[config.mk]
export PLATFORM = sky130hd
export DESIGN_NAME = compressor_short_cycle_guard_flat
export DESIGN_NICKNAME = d
export VERILOG_FILES = /design/src/sv/cscg_pkg.sv /design/src/sv/cscg_ifs.sv /design/src/sv/cscg_regs.sv /design/src/sv/cscg_step.sv /design/src/sv/compressor_short_cycle_guard.sv /design/src/flat_wrapper.sv
export VERILOG_INCLUDE_DIRS = /design/src /design/src/sv
export SDC_FILE = /design/constraint.sdc
export NUM_CORES = 1
export LEC_CHECK = 0
export ABC_AREA = 1
export BUFFER_PORTS_ARGS = -buffer_cell sky130_fd_sc_hd__buf_2
export CAP_MARGIN = 20
export CORE_MARGIN = 8
export CORE_UTILIZATION = 30
export CTS_BUF_LIST = sky130_fd_sc_hd__clkbuf_4
export DETAILED_ROUTE_END_ITERATION = 10
export SYNTH_ARGS = -nofsm -noshare
export SYNTH_HDL_FRONTEND = slang
export SYNTH_SLANG_ARGS = --single-unit
[constraint.sdc]
create_clock -name clk -period 1.9 [get_ports clk]
set_input_delay 0.19 -clock clk [delete_from_list [all_inputs] [get_ports clk]]
set_output_delay 0.19 -clock clk [all_outputs]
set_load 0.05 [all_outputs]
[src/sv/compressor_short_cycle_guard_defines.svh]
// assertion macros for the compressor short-cycle guard
// expects clk and rst in the scope of each use
`ifndef COMPRESSOR_SHORT_CYCLE_GUARD_DEFINES_SVH
`define COMPRESSOR_SHORT_CYCLE_GUARD_DEFINES_SVH

// same-cycle implication
`define CSCG_ASSERT_IMP(label, ante, cons, msg) \
  label: assert property (@(posedge clk) disable iff (rst) (ante) |-> (cons)) else $error(msg);

// next-cycle implication
`define CSCG_ASSERT_NXT(label, ante, cons, msg) \
  label: assert property (@(posedge clk) disable iff (rst) (ante) |=> (cons)) else $error(msg);

`endif

[src/sv/cscg_pkg.sv]
// shared types, constants and the evaluate and begin_thaw rules of the short-cycle guard
// no dependencies
package cscg_pkg;

  localparam int CFG_WIDTH      = 16;
  localparam int APB_DATA_WIDTH = 32;
  localparam int APB_ADDR_WIDTH = 4;
  localparam int TICK_MS        = 1000;

  localparam logic [CFG_WIDTH-1:0] RUN_RESET    = CFG_WIDTH'(180000 / TICK_MS);
  localparam logic [CFG_WIDTH-1:0] OFF_RESET    = CFG_WIDTH'(300000 / TICK_MS);
  localparam logic [CFG_WIDTH-1:0] FREEZE_RESET = CFG_WIDTH'(3600000 / TICK_MS);

  localparam logic [1:0] REG_MIN_RUN      = 2'd0;
  localparam logic [1:0] REG_MIN_OFF      = 2'd1;
  localparam logic [1:0] REG_FREEZE_DELAY = 2'd2;

  typedef enum logic [2:0] {
    PH_BOOT   = 3'd0,
    PH_IDLE   = 3'd1,
    PH_COOL   = 3'd2,
    PH_START  = 3'd3,
    PH_REST   = 3'd4,
    PH_FDELAY = 3'd5,
    PH_THAW   = 3'd6
  } phase_t;

  typedef enum logic [2:0] {
    TC_HOLD,
    TC_DEC,
    TC_LOAD_RUN,
    TC_LOAD_OFF,
    TC_LOAD_FRZ
  } tc_op_t;

  typedef struct packed {
    phase_t phase;
    logic   call_at_freeze;
    logic   compressor;
    logic   fan;
    logic   led;
  } ctrl_t;

  typedef struct packed {
    ctrl_t  ctrl;
    tc_op_t op;
  } upd_t;

  typedef struct packed {
    logic [CFG_WIDTH-1:0] min_run;
    logic [CFG_WIDTH-1:0] min_off;
    logic [CFG_WIDTH-1:0] freeze_delay;
  } cfg_t;

  function automatic upd_t evaluate(ctrl_t cur, logic mode, logic cool, logic freeze,
                                    logic fd_nonzero);
    upd_t u;
    u.ctrl = cur;
    u.op   = TC_HOLD;
    if (freeze) begin
      u.ctrl.call_at_freeze = cool;
      if (cool && fd_nonzero) begin
        u.op         = TC_LOAD_FRZ;
        u.ctrl.phase = PH_FDELAY;
        u.ctrl.led   = 1'b1;
      end else begin
        u.ctrl.phase      = PH_THAW;
        u.ctrl.compressor = 1'b0;
        u.ctrl.fan        = 1'b1;
        u.ctrl.led        = 1'b1;
      end
    end else if (cool == mode) begin
      u.ctrl.phase      = mode ? PH_COOL : PH_IDLE;
      u.ctrl.compressor = mode;
      u.ctrl.fan        = mode;
      u.ctrl.led        = 1'b0;
    end else if (cool) begin
      u.op              = TC_LOAD_RUN;
      u.ctrl.phase      = PH_START;
      u.ctrl.compressor = 1'b1;
      u.ctrl.fan        = 1'b1;
      u.ctrl.led        = 1'b1;
    end else begin
      u.op              = TC_LOAD_OFF;
      u.ctrl.phase      = PH_REST;
      u.ctrl.compressor = 1'b0;
      u.ctrl.fan        = 1'b1;
      u.ctrl.led        = 1'b1;
    end
    return u;
  endfunction

  function automatic upd_t begin_thaw(ctrl_t cur, logic cool, logic freeze,
                                      logic fd_nonzero);
    upd_t u;
    if (freeze) begin
      u.ctrl            = cur;
      u.op              = TC_HOLD;
      u.ctrl.phase      = PH_THAW;
      u.ctrl.compressor = 1'b0;
      u.ctrl.fan        = 1'b1;
      u.ctrl.led        = 1'b1;
    end else begin
      u = evaluate(cur, 1'b0, cool, 1'b0, fd_nonzero);
    end
    return u;
  endfunction

endpackage

[src/sv/cscg_ifs.sv]
// valid/ready channel interfaces for tick beats and result beats
// no dependencies
interface cscg_tick_if;
  logic valid;
  logic ready;
  logic cool_request;
  logic freeze_alarm;
  modport source(output valid, cool_request, freeze_alarm, input ready);
  modport sink(input valid, cool_request, freeze_alarm, output ready);
endinterface

interface cscg_result_if;
  logic       valid;
  logic       ready;
  logic       compressor_on;
  logic       fan_on;
  logic       busy_led;
  logic [2:0] phase;
  modport source(output valid, compressor_on, fan_on, busy_led, phase, input ready);
  modport sink(input valid, compressor_on, fan_on, busy_led, phase, output ready);
endinterface

[src/sv/cscg_regs.sv]
// apb configuration registers: min run, min off, freeze delay
// depends on cscg_pkg
module cscg_regs (
  input  logic                                 clk,
  input  logic                                 rst,
  input  logic                                 psel,
  input  logic                                 penable,
  input  logic                                 pwrite,
  input  logic [cscg_pkg::APB_ADDR_WIDTH-1:0]  paddr,
  input  logic [cscg_pkg::APB_DATA_WIDTH-1:0]  pwdata,
  output logic [cscg_pkg::APB_DATA_WIDTH-1:0]  prdata,
  output logic                                 pready,
  output cscg_pkg::cfg_t                       cfg
);
  import cscg_pkg::*;

  logic [1:0] idx;
  logic       wr_en;

  assign idx    = paddr[3:2];
  assign wr_en  = psel && penable && pwrite;
  assign pready = 1'b1;

  always_ff @(posedge clk) begin
    if (rst) begin
      cfg.min_run      <= RUN_RESET;
      cfg.min_off      <= OFF_RESET;
      cfg.freeze_delay <= FREEZE_RESET;
    end else if (wr_en) begin
      unique case (idx)
        REG_MIN_RUN:      cfg.min_run      <= pwdata[CFG_WIDTH-1:0];
        REG_MIN_OFF:      cfg.min_off      <= pwdata[CFG_WIDTH-1:0];
        REG_FREEZE_DELAY: cfg.freeze_delay <= pwdata[CFG_WIDTH-1:0];
        default: ;
      endcase
    end
  end

  always_comb begin
    unique case (idx)
      REG_MIN_RUN:      prdata = APB_DATA_WIDTH'(cfg.min_run);
      REG_MIN_OFF:      prdata = APB_DATA_WIDTH'(cfg.min_off);
      REG_FREEZE_DELAY: prdata = APB_DATA_WIDTH'(cfg.freeze_delay);
      default:          prdata = '0;
    endcase
  end

endmodule

[src/sv/cscg_step.sv]
// next-state logic for one tick: phase, drive, freeze latch and tick counter
// depends on cscg_pkg
module cscg_step #(
  parameter int COUNT_WIDTH = 16
) (
  input  cscg_pkg::cfg_t          cfg,
  input  cscg_pkg::ctrl_t         cur,
  input  logic [COUNT_WIDTH-1:0]  tick_count,
  input  logic                    cool,
  input  logic                    freeze,
  output cscg_pkg::ctrl_t         ctrl_next,
  output logic [COUNT_WIDTH-1:0]  tick_count_next
);
  import cscg_pkg::*;

  localparam logic [32:0] CNT_MAX = (33'd1 << COUNT_WIDTH) - 33'd1;

  function automatic logic [COUNT_WIDTH-1:0] count_load(logic [CFG_WIDTH-1:0] v);
    logic [32:0] w;
    w = 33'(v);
    if (w > CNT_MAX) return '1;
    return COUNT_WIDTH'(w);
  endfunction

  logic  tc_zero;
  logic  tc_one;
  logic  fd_nz;
  ctrl_t rest_end;
  upd_t  u;
  upd_t  thaw_u;

  assign tc_zero = (tick_count == '0);
  assign tc_one  = (tick_count == COUNT_WIDTH'(1));
  assign fd_nz   = (cfg.freeze_delay != '0);

  always_comb begin
    rest_end     = cur;
    rest_end.fan = 1'b0;
    thaw_u       = begin_thaw(cur, cool, freeze, fd_nz);
  end

  always_comb begin
    unique case (cur.phase)
      PH_BOOT: begin
        if (cool) begin
          u.ctrl            = cur;
          u.op              = TC_LOAD_OFF;
          u.ctrl.phase      = PH_REST;
          u.ctrl.compressor = 1'b0;
          u.ctrl.fan        = 1'b1;
          u.ctrl.led        = 1'b1;
        end else begin
          u = evaluate(cur, 1'b0, cool, freeze, fd_nz);
        end
      end
      PH_COOL: u = evaluate(cur, 1'b1, cool, freeze, fd_nz);
      PH_START: begin
        if (tc_zero) u = evaluate(cur, 1'b1, cool, freeze, fd_nz);
        else u = '{ctrl: cur, op: TC_DEC};
      end
      PH_REST: begin
        if (tc_zero) u = evaluate(rest_end, 1'b0, cool, freeze, fd_nz);
        else u = '{ctrl: cur, op: TC_DEC};
      end
      PH_FDELAY: begin
        if (cool != cur.call_at_freeze) begin
          u = thaw_u;
        end else if (tc_zero || tc_one) begin
          u = thaw_u;
          if (u.op == TC_HOLD) u.op = tc_zero ? TC_HOLD : TC_DEC;
        end else begin
          u = '{ctrl: cur, op: TC_DEC};
        end
      end
      PH_THAW: begin
        if (!freeze) u = evaluate(cur, 1'b0, cool, 1'b0, fd_nz);
        else u = '{ctrl: cur, op: TC_HOLD};
      end
      PH_IDLE: u = evaluate(cur, 1'b0, cool, freeze, fd_nz);
      default: u = evaluate(cur, 1'b0, cool, freeze, fd_nz);
    endcase
  end

  assign ctrl_next = u.ctrl;

  always_comb begin
    unique case (u.op)
      TC_DEC:      tick_count_next = tick_count - COUNT_WIDTH'(1);
      TC_LOAD_RUN: tick_count_next = count_load(cfg.min_run);
      TC_LOAD_OFF: tick_count_next = count_load(cfg.min_off);
      TC_LOAD_FRZ: tick_count_next = count_load(cfg.freeze_delay);
      default:     tick_count_next = tick_count;
    endcase
  end

endmodule

[src/sv/compressor_short_cycle_guard.sv]
// channel   dir  handshake      payload
// tick      in   valid/ready    cool_request, freeze_alarm
// result    out  valid/ready    compressor_on, fan_on, busy_led, phase
// apb       in   psel/penable   min_run, min_off, freeze_delay registers
//
// one tick per cycle sustained while result.ready is high; path is input register, then result register
// the phase/counter update sits between the input register and the result register
// rst is synchronous: boot phase, counter zero, drives off, registers to defaults
// a stalled result holds the pipeline; tick.ready follows result.ready when both stages are full
// depends on cscg_pkg, cscg_ifs, cscg_regs, cscg_step and the defines header
module compressor_short_cycle_guard #(
  parameter int COUNT_WIDTH = 16
) (
  input  logic                                clk,
  input  logic                                rst,
  cscg_tick_if.sink                           tick,
  cscg_result_if.source                       result,
  input  logic                                psel,
  input  logic                                penable,
  input  logic                                pwrite,
  input  logic [cscg_pkg::APB_ADDR_WIDTH-1:0] paddr,
  input  logic [cscg_pkg::APB_DATA_WIDTH-1:0] pwdata,
  output logic [cscg_pkg::APB_DATA_WIDTH-1:0] prdata,
  output logic                                pready
);
  import cscg_pkg::*;
  `include "compressor_short_cycle_guard_defines.svh"

  cfg_t                   cfg;
  ctrl_t                  ctrl;
  ctrl_t                  ctrl_next;
  logic [COUNT_WIDTH-1:0] tick_count;
  logic [COUNT_WIDTH-1:0] tick_count_next;
  logic                   in_valid;
  logic                   in_cool;
  logic                   in_freeze;
  logic                   out_valid;
  logic                   advance;
  logic                   step_en;
  logic                   locked_phase;

  cscg_regs u_regs (
    .clk     (clk),
    .rst     (rst),
    .psel    (psel),
    .penable (penable),
    .pwrite  (pwrite),
    .paddr   (paddr),
    .pwdata  (pwdata),
    .prdata  (prdata),
    .pready  (pready),
    .cfg     (cfg)
  );

  cscg_step #(.COUNT_WIDTH(COUNT_WIDTH)) u_step (
    .cfg             (cfg),
    .cur             (ctrl),
    .tick_count      (tick_count),
    .cool            (in_cool),
    .freeze          (in_freeze),
    .ctrl_next       (ctrl_next),
    .tick_count_next (tick_count_next)
  );

  assign advance    = !out_valid || result.ready;
  assign step_en    = in_valid && advance;
  assign tick.ready = !in_valid || advance;

  // input register
  always_ff @(posedge clk) begin
    if (rst) begin
      in_valid <= 1'b0;
    end else if (tick.ready) begin
      in_valid <= tick.valid;
    end
  end

  always_ff @(posedge clk) begin
    if (tick.ready && tick.valid) begin
      in_cool   <= tick.cool_request;
      in_freeze <= tick.freeze_alarm;
    end
  end

  // guard state
  always_ff @(posedge clk) begin
    if (rst) begin
      ctrl       <= '{phase: PH_BOOT, default: 1'b0};
      tick_count <= '0;
    end else if (step_en) begin
      ctrl       <= ctrl_next;
      tick_count <= tick_count_next;
    end
  end

  // result register
  always_ff @(posedge clk) begin
    if (rst) begin
      out_valid <= 1'b0;
    end else if (advance) begin
      out_valid <= in_valid;
    end
  end

  always_ff @(posedge clk) begin
    if (step_en) begin
      result.compressor_on <= ctrl_next.compressor;
      result.fan_on        <= ctrl_next.fan;
      result.busy_led      <= ctrl_next.led;
      result.phase         <= 3'(ctrl_next.phase);
    end
  end

  assign result.valid = out_valid;

  assign locked_phase = (ctrl.phase == PH_START) || (ctrl.phase == PH_REST) ||
                        (ctrl.phase == PH_FDELAY) || (ctrl.phase == PH_THAW);

  `CSCG_ASSERT_IMP(a_comp_needs_fan, ctrl.compressor, ctrl.fan, "compressor on without fan")
  `CSCG_ASSERT_IMP(a_led_locked, locked_phase, ctrl.led, "busy lamp off in a locked phase")
  `CSCG_ASSERT_NXT(a_state_hold, !step_en, $stable(ctrl) && $stable(tick_count),
                   "state moved without a beat")
  `CSCG_ASSERT_NXT(a_result_tracks, step_en, out_valid && result.phase == 3'(ctrl.phase),
                   "result phase differs from state")

endmodule
[src/flat_wrapper.sv]
// flat-port wrapper written by rule: the top's interface ports become plain ports
module compressor_short_cycle_guard_flat import cscg_pkg::*;
#(
  parameter int COUNT_WIDTH = 16
)
  (clk, rst, psel, penable, pwrite, paddr, pwdata, prdata, pready, tick_valid, tick_cool_request, tick_freeze_alarm, tick_ready, result_valid, result_compressor_on, result_fan_on, result_busy_led, result_phase, result_ready);
  cscg_tick_if tick_i ();
  cscg_result_if result_i ();
  input  logic clk;
  input  logic rst;
  input  logic psel;
  input  logic penable;
  input  logic pwrite;
  input  logic [cscg_pkg::APB_ADDR_WIDTH-1:0] paddr;
  input  logic [cscg_pkg::APB_DATA_WIDTH-1:0] pwdata;
  output logic [cscg_pkg::APB_DATA_WIDTH-1:0] prdata;
  output logic pready;
  input wire logic [$bits(tick_i.valid)-1:0] tick_valid;
  input wire logic [$bits(tick_i.cool_request)-1:0] tick_cool_request;
  input wire logic [$bits(tick_i.freeze_alarm)-1:0] tick_freeze_alarm;
  output wire logic [$bits(tick_i.ready)-1:0] tick_ready;
  output wire logic [$bits(result_i.valid)-1:0] result_valid;
  output wire logic [$bits(result_i.compressor_on)-1:0] result_compressor_on;
  output wire logic [$bits(result_i.fan_on)-1:0] result_fan_on;
  output wire logic [$bits(result_i.busy_led)-1:0] result_busy_led;
  output wire logic [$bits(result_i.phase)-1:0] result_phase;
  input wire logic [$bits(result_i.ready)-1:0] result_ready;
  assign tick_i.valid = tick_valid;
  assign tick_i.cool_request = tick_cool_request;
  assign tick_i.freeze_alarm = tick_freeze_alarm;
  assign tick_ready = tick_i.ready;
  assign result_valid = result_i.valid;
  assign result_compressor_on = result_i.compressor_on;
  assign result_fan_on = result_i.fan_on;
  assign result_busy_led = result_i.busy_led;
  assign result_phase = result_i.phase;
  assign result_i.ready = result_ready;
  compressor_short_cycle_guard #(.COUNT_WIDTH(COUNT_WIDTH)) u_core (.clk(clk), .rst(rst), .tick(tick_i), .result(result_i), .psel(psel), .penable(penable), .pwrite(pwrite), .paddr(paddr), .pwdata(pwdata), .prdata(prdata), .pready(pready));
endmodule
==> impl_metrics.csv <==
group,metric,value,unit
grt,grt_pass1_vias,5031,
drt,dr.first_iter.drc_count,332,
timing,fin_crit,2057,ps
setup_path,cp_data_arrival_time,2410,ps
floorplan,die_h,142.7,um
layout,drive_gt1_share,35.18,%
logic_synthesis,synth_compound_area_share,17.25,%
timing,skew,27.50,ps
timing,slew_violations,0,
grt,grt_use_total,16.24,%
clock_tree,cts_root_buf,"clkbuf_4",
setup_path,slowest_delay,360,ps
clock_tree,clkSlewWorstSetupHoldPaths,160,ps
setup_path,worst-setup-path-type,"flop to flop",
drt,firstDrtPassIters,5,
setup_path,worst_ep_required_time,2260,ps
logic_synthesis,ys_warn_count,0,
setup_path,crit_path_top_delay_cell,"dfxtp_2",
logic_synthesis,yosysTopAreaCellShare,30.35,%
hold_path,holdPathStages,3,
clock_tree,cts_buffers,9,
drt,avgViaCountPerCell,4.745,
setup_path,worstPathCellList,"inv_2, ha_4, nand2_4, nor2_4, nand2_4, o21ai_4, nand4_4, bufbuf_16, nand3_1, nand3_1, nand2_1, a21oi_2",
grt,antenna_found_initial,1,
logic_synthesis,async_flop_share,0,%
pwr,peakVddDrop,0.3219,mV
pwr,leakage,3.218,nW
setup_path,crit_family,"simple AND/OR/NAND/NOR gates",
setup_path,r2r_cells,12,
setup_path,worstSetupPathDepth,12,
placement,post-dp-hpwl,11790,um
logic_synthesis,synth_top_family_by_area,"simple AND/OR/NAND/NOR gates",
grt,overflow,0,
floorplan,initial_core_util,30.54,%
logic_synthesis,muxShareOfSynthArea,0,%
clock_tree,cts.sink_count,81,
setup_path,critPathBufInv,2,
drt,drc_errors,0,
logic_synthesis,netlist_area,0.004816,mm^2
layout,finalInstanceArea,0.007032,mm^2
drt,drt-total-wl,16480,um
logic_synthesis,synth.distinct_cells,41,
status,violations,"negative setup slack",
grt,grt_pass1_wl,25970,um
logic_synthesis,synth_enable_flop_cells,8,
logic_synthesis,synthCells,708,
setup_path,start_kind,"flop",
placement,placed_area,0.006075,mm^2
logic_synthesis,synth_top_cell_by_area,"dfxtp_1",
clock_tree,h-tree-depth,3,
floorplan,core,0.01577,mm^2
placement,gp_congestion,0.9071,
logic_synthesis,synthXorXnorAreaFrac,2.001,%
logic_synthesis,synth_ff_type,"dfxtp_1",
timing,fmax,486.1,MHz
floorplan,dieArea,0.02036,mm^2
clock_tree,clock_path_buffers,2,
timing,setup_violations,20,
hold_path,hp-class,"primary input to flop",
drt,wl_per_cell,14.74,um
clock_tree,cts_tree,"done",
logic_synthesis,synth-seq-cells,81,
timing,fin_ws,-157.2,ps
layout,syn_to_final_growth,46.01,%
logic_synthesis,synthAdderAreaFrac,0.7794,%
layout,nets,944,
logic_synthesis,avgSynthCellArea,6.802,um^2
timing,period_share,108.3,%
placement,io_buffers,50,
timing,rsz0062_at_grt,"yes",
floorplan,num_io_pins,86,
status,status,"complete, but fails checks",
timing,hold_violations,0,
clock_tree,insertion_delay,480,ps
logic_synthesis,synth.area.top_cells,"dfxtp_1, nand2_1, o21ai_0",
pwr,power.density,764.3,mW/mm^2
timing,fin_hold_ws,126.2,ps
grt,grt_max_degree,59,
setup_path,end_kind,"flop",
layout,fin_util,44.59,%
logic_synthesis,ys_seq_area_share,35.33,%
setup_path,cp_max_fo,5,
layout,n_fill_cell,1612,
floorplan,dieWidth,142.7,um
timing,relSlewSlack,52.58,%
flow_run,max_cap_violations,0,
logic_synthesis,synth-simple-area-share,32.48,%
drt,detail-route-antenna-nets,0,
timing,worst_pin_slew,710.5,ps
floorplan,rows,46,
drt,vias,5305,
[layout by cell type, fill, tap and decap left out, drive strengths merged]
cell | Yosys | routed
nand2 | 162 | 162
o22ai | 4 | 4
clkbuf | 18 | 9
clkinvlp | 0 | 1
nor2 | 94 | 94
diode | 0 | 1
xnor2 | 2 | 2
o221ai | 6 | 6
o2111ai | 2 | 2
buf | 24 | 182
ha | 3 | 3
a21oi | 38 | 38
o21bai | 1 | 1
or2 | 1 | 1
dfxtp | 73 | 73
bufinv | 0 | 1
xor2 | 9 | 9
edfxtp | 8 | 8
nand3 | 48 | 48
conb | 2 | 17
a211oi | 1 | 1
o211ai | 17 | 17
dlygate4sd3 | 0 | 20
bufbuf | 0 | 1
clkinv | 2 | 3
o21ai | 76 | 76
nor3 | 11 | 11
nand4 | 18 | 18
inv | 87 | 92
nand3b | 1 | 1
[metal layers]
layer	track usage [%]	routed length, um
met2	27.73	8015
met3	2.571	783
met4	6.655	427
met1	19.91	7253
met5	0	0
[timing repair]
item,4_1_cts,5_1_grt
setup endpoints to repair,24,30
setup buffers,11,5
resized for setup,69,59
cloned,2,1
pin swaps,12,27
endpoints found under the hold margin,45,0
hold buffers,20,0
[final timing paths]
kind | from | to | slack, ps
setup / recovery | u_core.tick_count[1] | u_core.tick_count[3] | -160
hold / removal | rst | u_core.tick_count[10] | 130
setup reg to reg | u_core.tick_count[1] | u_core.tick_count[3] | -160
hold reg to reg | u_core.u_regs.cfg[1] | u_core.u_regs.cfg[1] | 510
[power breakdown]
| group | internal (mW) | total [mW] | leakage [nW] | switching (mW) |
|---|---|---|---|---|
| Clock | 0.426 | 1.16 | 0.0795 | 0.737 |
| Sequential | 1.83 | 1.90 | 0.675 | 0.0692 |
| Combinational | 0.993 | 2.32 | 2.46 | 1.32 |
| Total | 3.24 | 5.37 | 3.22 | 2.13 |
[kinds of logic after synthesis]
| family | after synthesis |
|---|---|
| xor gates and xnor gates | 11 |
| adders and majority gates | 3 |
| and+or+nand+nor | 335 |
| AOI/OAI and AO/OA | 145 |
| DFF | 81 |
| buffers and inverters | 131 |
| other | 2 |
[sequential cells by signal, summed over array words and instances, names as in the netlist]
| name | cells |
|---|---|
| u_core.u_regs.cfg | 48 |
| u_core.tick_count | 16 |
| u_core.ctrl | 7 |
| u_core.result.phase | 3 |
| u_core.in_cool | 1 |
| u_core.in_freeze | 1 |
| u_core.in_valid | 1 |
| u_core.result.busy_led | 1 |
| u_core.result.compressor_on | 1 |
| u_core.result.fan_on | 1 |
| u_core.result.valid | 1 |
[cell usage after synthesis, drive strengths merged (2+ instances only)]
| master | instances |
|---|---|
| a21oi | 38 |
| buf | 24 |
| clkbuf | 18 |
| clkinv | 2 |
| conb | 2 |
| dfxtp | 73 |
| edfxtp | 8 |
| ha | 3 |
| inv | 87 |
| nand2 | 162 |
| nand3 | 48 |
| nand4 | 18 |
| nor2 | 94 |
| nor3 | 11 |
| o2111ai | 2 |
| o211ai | 17 |
| o21ai | 76 |
| o221ai | 6 |
| o22ai | 4 |
| xnor2 | 2 |
| xor2 | 9 |
[per-stage QoR]
| stage | setup WS (ps) | instances | setup TNS, ps | power, mW |
|---|---|---|---|---|
| after floorplan | 14.24 | 723 | 0 | 3.115 |
| after global placement | -188.3 | 1063 | -2387 | 3.820 |
| after detailed placement | -202.0 | 1063 | -2418 | 3.818 |
| after CTS | -70.72 | 1112 | -627.7 | 5.238 |
| after global routing | -283.2 | 1118 | -5143 | 5.679 |
| final | -157.2 | 1118 | -1843 | 5.375 |
[worst min-delay path, cell delays in order]
cell and delay (ps):
buf_2 90, buf_4 250, a21oi_2 40
[final cells by class]
type	count	area, um^2	share of cell area (%)
Timing Repair Buffer	203	1599	22.74
Clock inverter	7	83.83	1.192
Clock buffer	9	67.56	0.9609
Sequential cell	81	1723	24.50
Inverter	89	366.6	5.214
Antenna cell	1	2.502	0.03559
Tap cell	216	270.3	3.843
Multi-Input combinational cell	511	2908	41.35
Timing Repair inverter	1	11.26	0.1601
Note: power is estimated with default switching activity, not from simulation.
